<file path="config.mk">
export PLATFORM = sky130hd
export DESIGN_NAME = ile_ctrl
export DESIGN_NICKNAME = d
export VERILOG_FILES = /design/src/design/ile_pkg.sv /design/src/design/ile_ctrl.sv
export SDC_FILE = /design/constraint.sdc
export NUM_CORES = 1
export LEC_CHECK = 0
export ABC_AREA = 1
export ABC_CLOCK_PERIOD_IN_PS = 5200
export BUFFER_PORTS_ARGS = -buffer_cell sky130_fd_sc_hd__buf_4
export CORE_MARGIN = 1.5
export CORE_UTILIZATION = 55
export CTS_BUF_LIST = sky130_fd_sc_hd__clkbuf_2 sky130_fd_sc_hd__clkbuf_4 sky130_fd_sc_hd__clkbuf_8
export DETAILED_ROUTE_END_ITERATION = 10
export GPL_ROUTABILITY_DRIVEN = 0
export GPL_TIMING_DRIVEN = 0
export PLACE_DENSITY = 0.85
export SYNTH_ARGS = -nofsm -noshare
export SYNTH_HDL_FRONTEND = slang
export SYNTH_SLANG_ARGS = --single-unit
</file>
<file path="constraint.sdc">
create_clock -name clk_i -period 5.2 [get_ports clk_i]
set_input_delay 0.26 -clock clk_i [delete_from_list [all_inputs] [get_ports clk_i]]
set_output_delay 0.26 -clock clk_i [all_outputs]
set_load 0.01 [all_outputs]
</file>
<file path="src/design/ile_pkg.sv">
`timescale 1ns / 1ps

package ile_pkg;

  localparam int DEPTH       = 256;
  localparam int ENTRY_WIDTH = 32;

  localparam int ACT_W  = 3;
  localparam int POS_W  = 8;
  localparam int VAL_W  = 32;
  localparam int ST_W   = 3;
  localparam int DATA_W = 32;
  localparam int FIDX_W = 8;
  localparam int CNTO_W = 9;

  localparam int ADDR_W = $clog2(DEPTH);
  localparam int CNT_W  = $clog2(DEPTH + 1);
  localparam int CMP_W  = (CNT_W > POS_W) ? CNT_W : POS_W;

  typedef enum logic [ACT_W-1:0] {
    ACT_PUSH   = 3'd0,
    ACT_POP    = 3'd1,
    ACT_INSERT = 3'd2,
    ACT_REMOVE = 3'd3,
    ACT_READ   = 3'd4,
    ACT_FIND   = 3'd5
  } act_e;

  typedef enum logic [ST_W-1:0] {
    ST_OK       = 3'd0,
    ST_RANGE    = 3'd1,
    ST_FULL     = 3'd2,
    ST_EMPTY    = 3'd3,
    ST_NOTFOUND = 3'd4
  } status_e;

  typedef enum logic [2:0] {
    S_IDLE,
    S_WAIT,
    S_UP,
    S_DN,
    S_SCAN,
    S_FINISH
  } state_e;

  typedef struct packed {
    logic              vld;
    status_e           status;
    logic [DATA_W-1:0] data;
    logic [FIDX_W-1:0] found_index;
    logic [CNTO_W-1:0] count;
  } res_t;

  function automatic logic [ENTRY_WIDTH-1:0] to_entry(input logic [VAL_W-1:0] v);
    logic [63:0] w;
    w = 64'(v);
    return w[ENTRY_WIDTH-1:0];
  endfunction

  function automatic logic [DATA_W-1:0] to_data(input logic [ENTRY_WIDTH-1:0] e);
    logic [63:0] w;
    w = 64'(e);
    return w[DATA_W-1:0];
  endfunction

endpackage

</file>
<file path="src/design/ile_ctrl.sv">
`timescale 1ns / 1ps

module ile_ctrl (
  input  logic                            clk_i,
  input  logic                            rst_ni,
  input  logic                            in_valid_i,
  output logic                            in_ready_o,
  input  logic [ile_pkg::ACT_W-1:0]       action_i,
  input  logic [ile_pkg::POS_W-1:0]       position_i,
  input  logic [ile_pkg::VAL_W-1:0]       value_i,
  output logic                            we_o,
  output logic [ile_pkg::ADDR_W-1:0]      waddr_o,
  output logic [ile_pkg::ENTRY_WIDTH-1:0] wdata_o,
  output logic [ile_pkg::ADDR_W-1:0]      raddr_o,
  input  logic [ile_pkg::ENTRY_WIDTH-1:0] rdata_i,
  output ile_pkg::res_t                   res_o,
  input  logic                            res_take_i
);

  import ile_pkg::*;

  state_e                 state_q, state_d;
  logic [CNT_W-1:0]       cnt_q, cnt_d;
  logic [CNT_W-1:0]       ptr_q, ptr_d;
  logic [CNT_W-1:0]       pos_q, pos_d;
  logic [CNT_W-1:0]       paddr_q;
  logic [ENTRY_WIDTH-1:0] key_q, key_d;
  logic                   pend_q, more_q, more_d;
  status_e                st_q, st_d;
  logic [DATA_W-1:0]      data_q, data_d;
  logic [FIDX_W-1:0]      fidx_q, fidx_d;

  logic             accept, full, empty, issue, hit, walk;
  logic             pos_gt, pos_ge, pos_eq, pos_last;
  logic [CNT_W-1:0] cnt_m1, raddr_w;
  act_e             act;

  assign act      = act_e'(action_i);
  assign accept   = in_valid_i && (state_q == S_IDLE);
  assign full     = (cnt_q == CNT_W'(DEPTH));
  assign empty    = (cnt_q == '0);
  assign cnt_m1   = cnt_q - CNT_W'(1);
  assign pos_gt   = CMP_W'(position_i) >  CMP_W'(cnt_q);
  assign pos_ge   = CMP_W'(position_i) >= CMP_W'(cnt_q);
  assign pos_eq   = CMP_W'(position_i) == CMP_W'(cnt_q);
  assign pos_last = CMP_W'(position_i) == CMP_W'(cnt_m1);
  assign walk     = (state_q == S_UP) || (state_q == S_DN) || (state_q == S_SCAN);
  assign issue    = walk && more_q;
  assign hit      = (state_q == S_SCAN) && pend_q && (rdata_i == key_q);

  always_comb begin
    state_d = state_q;
    unique case (state_q)
      S_IDLE: begin
        if (accept) begin
          case (act)
            ACT_POP:    state_d = empty ? S_FINISH : S_WAIT;
            ACT_INSERT: state_d = (pos_gt || full || pos_eq) ? S_FINISH : S_UP;
            ACT_REMOVE: state_d = (pos_ge || pos_last) ? S_FINISH : S_DN;
            ACT_READ:   state_d = pos_ge ? S_FINISH : S_WAIT;
            ACT_FIND:   state_d = empty ? S_FINISH : S_SCAN;
            default:    state_d = S_FINISH;
          endcase
        end
      end
      S_WAIT: state_d = S_FINISH;
      S_UP, S_DN: begin
        if (!more_q && !pend_q) begin
          state_d = S_FINISH;
        end
      end
      S_SCAN: begin
        if (hit || (!more_q && !pend_q)) begin
          state_d = S_FINISH;
        end
      end
      S_FINISH: begin
        if (res_take_i) begin
          state_d = S_IDLE;
        end
      end
      default: state_d = S_IDLE;
    endcase
  end

  always_comb begin
    cnt_d   = cnt_q;
    ptr_d   = ptr_q;
    pos_d   = pos_q;
    key_d   = key_q;
    more_d  = more_q;
    st_d    = st_q;
    data_d  = data_q;
    fidx_d  = fidx_q;
    we_o    = 1'b0;
    waddr_o = ptr_q[ADDR_W-1:0];
    wdata_o = rdata_i;
    raddr_w = ptr_q;

    case (state_q)
      S_IDLE: begin
        if (accept) begin
          st_d   = ST_OK;
          data_d = '0;
          fidx_d = '0;
          key_d  = to_entry(value_i);
          pos_d  = CNT_W'(position_i);
          more_d = 1'b0;
          case (act)
            ACT_PUSH: begin
              if (full) begin
                st_d = ST_FULL;
              end else begin
                we_o    = 1'b1;
                waddr_o = cnt_q[ADDR_W-1:0];
                wdata_o = to_entry(value_i);
                cnt_d   = cnt_q + CNT_W'(1);
              end
            end
            ACT_POP: begin
              if (empty) begin
                st_d = ST_EMPTY;
              end else begin
                raddr_w = cnt_m1;
                cnt_d   = cnt_m1;
              end
            end
            ACT_INSERT: begin
              if (pos_gt) begin
                st_d = ST_RANGE;
              end else if (full) begin
                st_d = ST_FULL;
              end else begin
                cnt_d = cnt_q + CNT_W'(1);
                if (pos_eq) begin
                  we_o    = 1'b1;
                  waddr_o = cnt_q[ADDR_W-1:0];
                  wdata_o = to_entry(value_i);
                end else begin
                  ptr_d  = cnt_m1;
                  more_d = 1'b1;
                end
              end
            end
            ACT_REMOVE: begin
              if (pos_ge) begin
                st_d = ST_RANGE;
              end else begin
                cnt_d = cnt_m1;
                if (!pos_last) begin
                  ptr_d  = CNT_W'(position_i) + CNT_W'(1);
                  more_d = 1'b1;
                end
              end
            end
            ACT_READ: begin
              if (pos_ge) begin
                st_d = ST_RANGE;
              end else begin
                raddr_w = CNT_W'(position_i);
              end
            end
            ACT_FIND: begin
              st_d = ST_NOTFOUND;
              if (!empty) begin
                ptr_d  = '0;
                more_d = 1'b1;
              end
            end
            default: ;
          endcase
        end
      end
      S_WAIT: data_d = to_data(rdata_i);
      S_UP: begin
        if (issue) begin
          ptr_d  = ptr_q - CNT_W'(1);
          more_d = (ptr_q != pos_q);
        end
        if (pend_q) begin
          we_o    = 1'b1;
          waddr_o = ADDR_W'(paddr_q + CNT_W'(1));
        end else if (!more_q) begin
          we_o    = 1'b1;
          waddr_o = pos_q[ADDR_W-1:0];
          wdata_o = key_q;
        end
      end
      S_DN: begin
        if (issue) begin
          ptr_d  = ptr_q + CNT_W'(1);
          more_d = (ptr_q != cnt_q);
        end
        if (pend_q) begin
          we_o    = 1'b1;
          waddr_o = ADDR_W'(paddr_q - CNT_W'(1));
        end
      end
      S_SCAN: begin
        if (issue) begin
          ptr_d  = ptr_q + CNT_W'(1);
          more_d = (ptr_q != cnt_m1);
        end
        if (hit) begin
          st_d   = ST_OK;
          fidx_d = FIDX_W'(paddr_q);
          more_d = 1'b0;
        end
      end
      default: ;
    endcase
  end

  assign raddr_o    = raddr_w[ADDR_W-1:0];
  assign in_ready_o = (state_q == S_IDLE);

  always_comb begin
    res_o.vld         = (state_q == S_FINISH);
    res_o.status      = st_q;
    res_o.data        = data_q;
    res_o.found_index = fidx_q;
    res_o.count       = CNTO_W'(cnt_q);
  end

  always_ff @(posedge clk_i or negedge rst_ni) begin
    if (!rst_ni) begin
      state_q <= S_IDLE;
      cnt_q   <= '0;
      more_q  <= 1'b0;
      pend_q  <= 1'b0;
    end else begin
      state_q <= state_d;
      cnt_q   <= cnt_d;
      more_q  <= more_d;
      pend_q  <= issue;
    end
  end

  always_ff @(posedge clk_i) begin
    ptr_q   <= ptr_d;
    pos_q   <= pos_d;
    key_q   <= key_d;
    paddr_q <= ptr_q;
    st_q    <= st_d;
    data_q  <= data_d;
    fidx_q  <= fidx_d;
  end

endmodule

</file>
==> results of run 1 <==
[critical path, cell delays in order, from the launching register on]
cell      delay [ps]
dfrtp_1          470
clkinv_1         340
ha_1             440
inv_1             60
nor2_2           130
nand2_1           80
nor3_2           270
nand2_1          160
nand2_2          230
clkbuf_1         450
nand3_1          130
nand2_1          120
nand2_1           70
nand3_1          100
buf_4            130
[cell type report]
type	instances	area (µm²)
repair buffers	216	1740
well taps	220	275
fillers	1378	4780
clock buffers	19	262
clock inverters	13	205
inverters	162	608
multi-input cells	1100	5220
plain buffers	44	224
flip-flops and latches	114	3270
[cells by family (layout without fill, tap and decap cells)]
group / after synthesis / in the layout / share of synthesized area [%]
XOR/XNOR: 23 / 23 / 2.16
buffers and inverters: 206 / 454 / 8.91
AND/OR/NAND/NOR: 861 / 861 / 39.0
AO/OA/AOI/OAI: 194 / 194 / 11.8
flip-flops: 114 / 114 / 35.1
adder cells (fa/ha/maj): 22 / 22 / 3.03
[flip-flops by register name (all words and copies together), names as in the netlist]
name     flops
ptr_q        9
pos_q        8
fidx_q       8
paddr_q      8
pend_q       1
st_q         3
state_q      3
more_q       1
data_q      32
cnt_q        9
key_q       32
[power by group through the flow]
stage	clock network [mW]	logic, mW	registers (mW)
6_report	1.00	3.79	1.74
5_1_grt	1.03	4.09	1.77
4_1_cts	0.995	3.67	1.72
3_5_place_dp	0	3.63	1.74
3_3_place_gp	0	3.50	1.74
2_1_floorplan	0	2.11	1.74
[per-stage QoR]
stage,setup WS [ps],utilization (%),hold WS (ps)
2_1_floorplan,2230,-,-35.6
3_3_place_gp,849,66.1,127
3_5_place_dp,1840,66.4,127
4_1_cts,1420,71.2,12.6
5_1_grt,1070,71.2,16.7
6_report,1300,71.2,32.2
[per-layer routing]
| metal | vias to the layer above | part of all wire, % |
|---|---|---|
| li1 | 5143 | - |
| met1 | 4994 | 36 |
| met2 | 1021 | 44 |
| met3 | 189 | 14 |
| met4 | 0 | 5.5 |
| met5 | - | 0 |
[worst paths after layout]
kind / startpoint / to / slack [ps] / depth (start not counted)
max: cnt_q[7]$_DFFE_PN0P_ / wdata_o[4] / 1300 / 14
min: position_i[3] / pos_q[3]$_DFFE_PP_ / 30 / 1
max reg2reg: state_q[1]$_DFFE_PN0P_ / ptr_q[8]$_DFFE_PP_ / 1700 / 11
min reg2reg: ptr_q[0]$_DFFE_PP_ / paddr_q[0]$_DFF_P_ / 380 / 0
max in group asynchronous: rst_ni / pend_q$_DFF_PN0_ / 4830 / 2
min in group asynchronous: rst_ni / cnt_q[7]$_DFFE_PN0P_ / 180 / 2
[repair_timing]
action / 4_1_cts / 5_1_grt
hold endpoints to repair: 46 / 0
hold buffers: 33 / 0
gates resized for setup: 0 / 0
buffers inserted: 0 / 0
[layout by cell type (no fill, tap or decap), types with 9 or more instances in the layout]
cell and instances:
edfxtp_1 92, clkbuf_8 19, nand2_1 494, dfrtp_1 14, dlygate4sd3_1 33, a21oi_1 65, xnor2_1 11, o221ai_1 10
inv_1 151, nand3_1 143, clkbuf_1 20, nor3_1 11, ha_1 21, o211ai_1 14, buf_4 182, nor2_1 160
inv_2 9, xor2_1 12, nand4_1 23, o21ai_0 77, buf_1 9
==> flow_summary.yaml, run 1 <==
critical_path:
  critPathLaunchType: "flip-flop"
  end_kind: "output pin"
  critPathKind: "reg2out"
  critPathArrivalTime_ps: 3640
  path_max_fanout: 10
  crit_required_ps: 4940
grt:
  grt_antenna_before_repair: 0
  grt_overflow: 0
  grt_pass1_vias: 10400
  met3_usage_pct: 9.67
  grt_max_degree: 35
  grt_usage_pct: 39.1
  grt_pass1_wl_um: 54000
  grtUsageMet2_pct: 61.4
  grtUsageMet1_pct: 49.8
  top_usage_layer: "met2"
floorplanning:
  coreArea_um2: 16600
  die_area_um2: 17700
  die_x_um: 133
  rows: 47
  pin_count: 182
  die-height_um: 133
  start_util_pct: 56.2
yosys:
  yosysWarnings: 0
  synth-seq-cells: 114
  syn_inst: 1420
  synthTopCellsByCount: "nand2_1 (494), nor2_1 (160), inv_1 (151), nand3_1 (143), edfxtp_1 (92)"
  async_flop_share_pct: 12.3
  synthFlopType: "edfxtp_1"
  syn_avg_cell_area_um2: 6.57
  synth.net_count: 1521
  netlist_area_um2: 9320
  netlist-cell-type-count: 50
  synth_most_common_cell: "nand2_1"
  synth_enable_flop_cells: 92
  ys_seq_area_share_pct: 35.1
  synth_area_leaders: "edfxtp_1 (30%), nand2_1 (20%), nand3_1 (7.7%)"
  synth_top_area_cell: "edfxtp_1"
  synth_top_area_share_pct: 29.6
sta:
  setup_viol: 0
  drv_slew: 0
  min_period_over_period_pct: 75.0
  skew_ps: 12.9
  tightestPinTransition_ps: 922
  max_freq_ghz: 0.256
  final-hold-violation-count: 0
  fin_crit_ps: 3900
  rsz0062_at_grt: "no"
  relSlewSlack_pct: 38.5
  setup_tns_ps: 0
pwr:
  comb_power_share_pct: 58.0
  total_power_mw: 6.53
  p_sw_mw: 3.18
  p_leak_nw: 5.82
  p_clk_share_pct: 15.3
  power_density_nw_per_um2: 554
  p_int_mw: 3.36
  p_sw_share_pct: 48.6
  p_seq_share_pct: 26.7
  peakVddDrop_v: 0.000316
place:
  dp_cells: 1823
  placed_area_um2: 11000
  hpwlAfterDp_um: 25500
  port_buffers: 181
cts:
  clock-sinks: 114
  clk_latency_ps: 470
  numCtsBuffers: 17
  htreeDepth: 4
  tritoncts: "built"
  cts_root_buf: "clkbuf_8"
  cts_buffer_depth: 2
  cts.clk_slew.worst_paths_ps: 80
route:
  ant_nets: 0
  dr_total_vias: 11300
  first_pass_iters: 8
  wirelength_um: 34600
  drt_iter0_drc: 1694
  via_per_inst: 6.01
  drt-wirelength-per-cell_um: 18.3
  drc: 0
status:
  status: "completed"
cells_and_area:
  antenna_cells: 0
  drive_gt1_share_pct: 16.0
  fin_cells: 1888
  stdcell_area_um2: 11800
  nets: 1756
  area_delta_synth_final_pct: 26.6
min_path:
  hold_path.class: "in2reg"
flow_run:
  drv_cap: 0
Power figures use the tool's default switching activity.
==> run 2, diff against run 1 <==
--- a/config.mk
+++ b/config.mk
@@ -6,10 +6,10 @@
 export NUM_CORES = 1
 export LEC_CHECK = 0
 export ABC_AREA = 1
-export ABC_CLOCK_PERIOD_IN_PS = 5200
+export ABC_CLOCK_PERIOD_IN_PS = 3430
 export BUFFER_PORTS_ARGS = -buffer_cell sky130_fd_sc_hd__buf_4
 export CORE_MARGIN = 1.5
-export CORE_UTILIZATION = 55
+export CORE_UTILIZATION = 53
 export CTS_BUF_LIST = sky130_fd_sc_hd__clkbuf_2 sky130_fd_sc_hd__clkbuf_4 sky130_fd_sc_hd__clkbuf_8
 export DETAILED_ROUTE_END_ITERATION = 10
 export GPL_ROUTABILITY_DRIVEN = 0
==> constraint.sdc (replaced) <==
create_clock -name clk_i -period 3.43 [get_ports clk_i]
set_input_delay 0.1715 -clock clk_i [delete_from_list [all_inputs] [get_ports clk_i]]
set_output_delay 0.1715 -clock clk_i [all_outputs]
set_load 0.01 [all_outputs]
==> run 2 against run 1 <==
  * First-iteration DRC count down 6.3%
  * Sequential share of layout area down 0.32 points
  * Final cell count grew 1.3%
  * Register-to-register slack got worse by 1500 ps
  * Global-route usage down 1.9 points
  * Die area is 3.7% higher
  * Hold slack better by 31 ps
  * Sequential power is 52% higher
  * Clock skew up 5.2 ps
  * Worst setup slack worse by 1200 ps
  * Count of clock-buffer cells in the layout rose by 7
==> flow_summary.yaml, run 2 (synthesized netlist as in run 1, its figures left out) <==
cts:
  clock-sinks: 114
  htreeDepth: 4
  clk_latency_ps: 470
  cts.clk_slew.worst_paths_ps: 70
  tritoncts: "built"
  cts_buffer_depth: 2
  cts_root_buf: "clkbuf_8"
  numCtsBuffers: 17
cells_and_area:
  area_delta_synth_final_pct: 28.3
  antenna_cells: 0
  reg_top3: "data_q: 32 flops, key_q: 32 flops"
  drive_gt1_share_pct: 17.3
  layout_commonest_cell: "nand2_1"
  nets: 1776
  final_cell_mix: "nand2_1 (494), buf_4 (194), nor2_1 (159)"
  fin_cells: 1913
  fill_cells: 1408
floorplanning:
  die-height_um: 136
  pin_count: 182
  coreArea_um2: 17200
  start_util_pct: 54.1
  die_x_um: 136
  die_area_um2: 18400
  rows: 48
route:
  drt_iter0_drc: 1588
  first_pass_iters: 9
  drt-wirelength-per-cell_um: 17.9
  dr_total_vias: 11400
  wirelength_um: 34300
  ant_nets: 0
  drc: 0
  via_per_inst: 5.95
pwr:
  p_clk_share_pct: 13.6
  p_seq_share_pct: 27.0
  comb_power_share_pct: 59.4
  total_power_mw: 9.77
  peakVddDrop_v: 0.000457
  p_sw_share_pct: 48.5
  p_sw_mw: 4.74
  power_density_nw_per_um2: 817
  p_int_mw: 5.03
  p_leak_nw: 5.91
sta:
  drv_slew: 0
  relSlewSlack_pct: 54.6
  skew_ps: 18.1
  fin_hold_ws_ps: 63.5
  min_period_over_period_pct: 97.1
  max_freq_ghz: 0.300
  tightestPinTransition_ps: 681
  final-hold-violation-count: 0
  rsz0062_at_grt: "no"
  fin_crit_ps: 3330
  setup_viol: 0
grt:
  grt_pass1_vias: 10400
  grt_usage_pct: 37.2
  grt_overflow: 0
  grt_max_degree: 34
  grt_pass1_wl_um: 52900
  grt_antenna_before_repair: 0
flow_run:
  drv_cap: 0
place:
  hpwlAfterDp_um: 25300
  port_buffers: 181
  dp_cells: 1827
critical_path:
  crit_required_ps: 3260
  critPathKind: "reg2out"
  critPathArrivalTime_ps: 3160
  end_kind: "output pin"
  path_max_fanout: 10
  critPathLaunchType: "flip-flop"
min_path:
  hold_path.class: "in2reg"
status:
  status: "completed"
## run 2: power by group through the flow
stage	Combinational, mW	Clock (mW)	Sequential, mW
2_1_floorplan	3.20	0	2.63
3_3_place_gp	5.30	0	2.63
3_5_place_dp	5.42	0	2.65
4_1_cts	5.49	1.32	2.63
5_1_grt	6.29	1.39	2.67
6_report	5.81	1.33	2.64
## run 2: final timing paths
| kind | startpoint | to | slack [ps] | cells past startpoint |
|---|---|---|---|---|
| worst min register to register | ptr_q[0]$_DFFE_PP_ | paddr_q[0]$_DFF_P_ | 390 | 0 |
| worst min-delay path | rdata_i[19] | data_q[19]$_SDFFCE_PN0P_ | 60 | 3 |
| min in group asynchronous | rst_ni | cnt_q[1]$_DFFE_PN0P_ | 90 | 2 |
| max in group asynchronous | rst_ni | cnt_q[3]$_DFFE_PN0P_ | 3130 | 2 |
| worst max register to register | state_q[1]$_DFFE_PN0P_ | ptr_q[8]$_DFFE_PP_ | 210 | 11 |
| worst max-delay path | cnt_q[3]$_DFFE_PN0P_ | waddr_o[5] | 100 | 12 |
## run 2: area by class of cell
cell class                      instances  area [µm²]  area share [%]
Tap cell                              225         282            2.35
Sequential cell                       114        3280            27.4
Multi-Input combinational cell       1100        5240            43.8
Buffer                                 44         228            1.90
Clock inverter                          6        80.1           0.669
Inverter                              162         618            5.17
Clock buffer                           26         327            2.73
Timing Repair Buffer                  236        1910            15.9
## run 2: worst max-delay path, cell delays in order, from the launching register on
cell and delay, ps:
dfrtp_2 500, inv_1 220, ha_1 370, nand3_1 120, nor3_4 280, nand2_1 160, nand2_4 170, nand2_2 100
buf_2 210, o21ai_0 180, nand2_1 70, nand4_1 170, buf_4 150
## run 2: per-stage QoR
stage	instance area [µm²]	util (%)	setup TNS [ps]	setup slack, ps
2_1_floorplan	9320	-	0	544
3_3_place_gp	11000	63.6	-15370	-774
3_5_place_dp	11000	63.7	0	35.2
4_1_cts	11800	68.5	0	21.5
5_1_grt	12000	69.4	0	12.7
6_report	12000	69.4	0	101
## run 2: layer usage
| layer | global-route usage [%] | part of all wire (%) | vias to the layer above |
|---|---|---|---|
| met2 | 58.8 | 45 | 961 |
| met3 | 7.78 | 13 | 178 |
| met1 | 46.9 | 36 | 5065 |
| li1 | - | - | 5186 |
| met5 | 0 | 0 | - |
| met4 | 21.9 | 5.7 | 0 |
## run 2: timing repair
item | in CTS | in global routing
hold buffers | 41 | 0
setup buffers | 0 | 12
gates resized for setup | 7 | 10
endpoints found under the setup margin | 40 | 60
hold endpoints to repair | 54 | 0
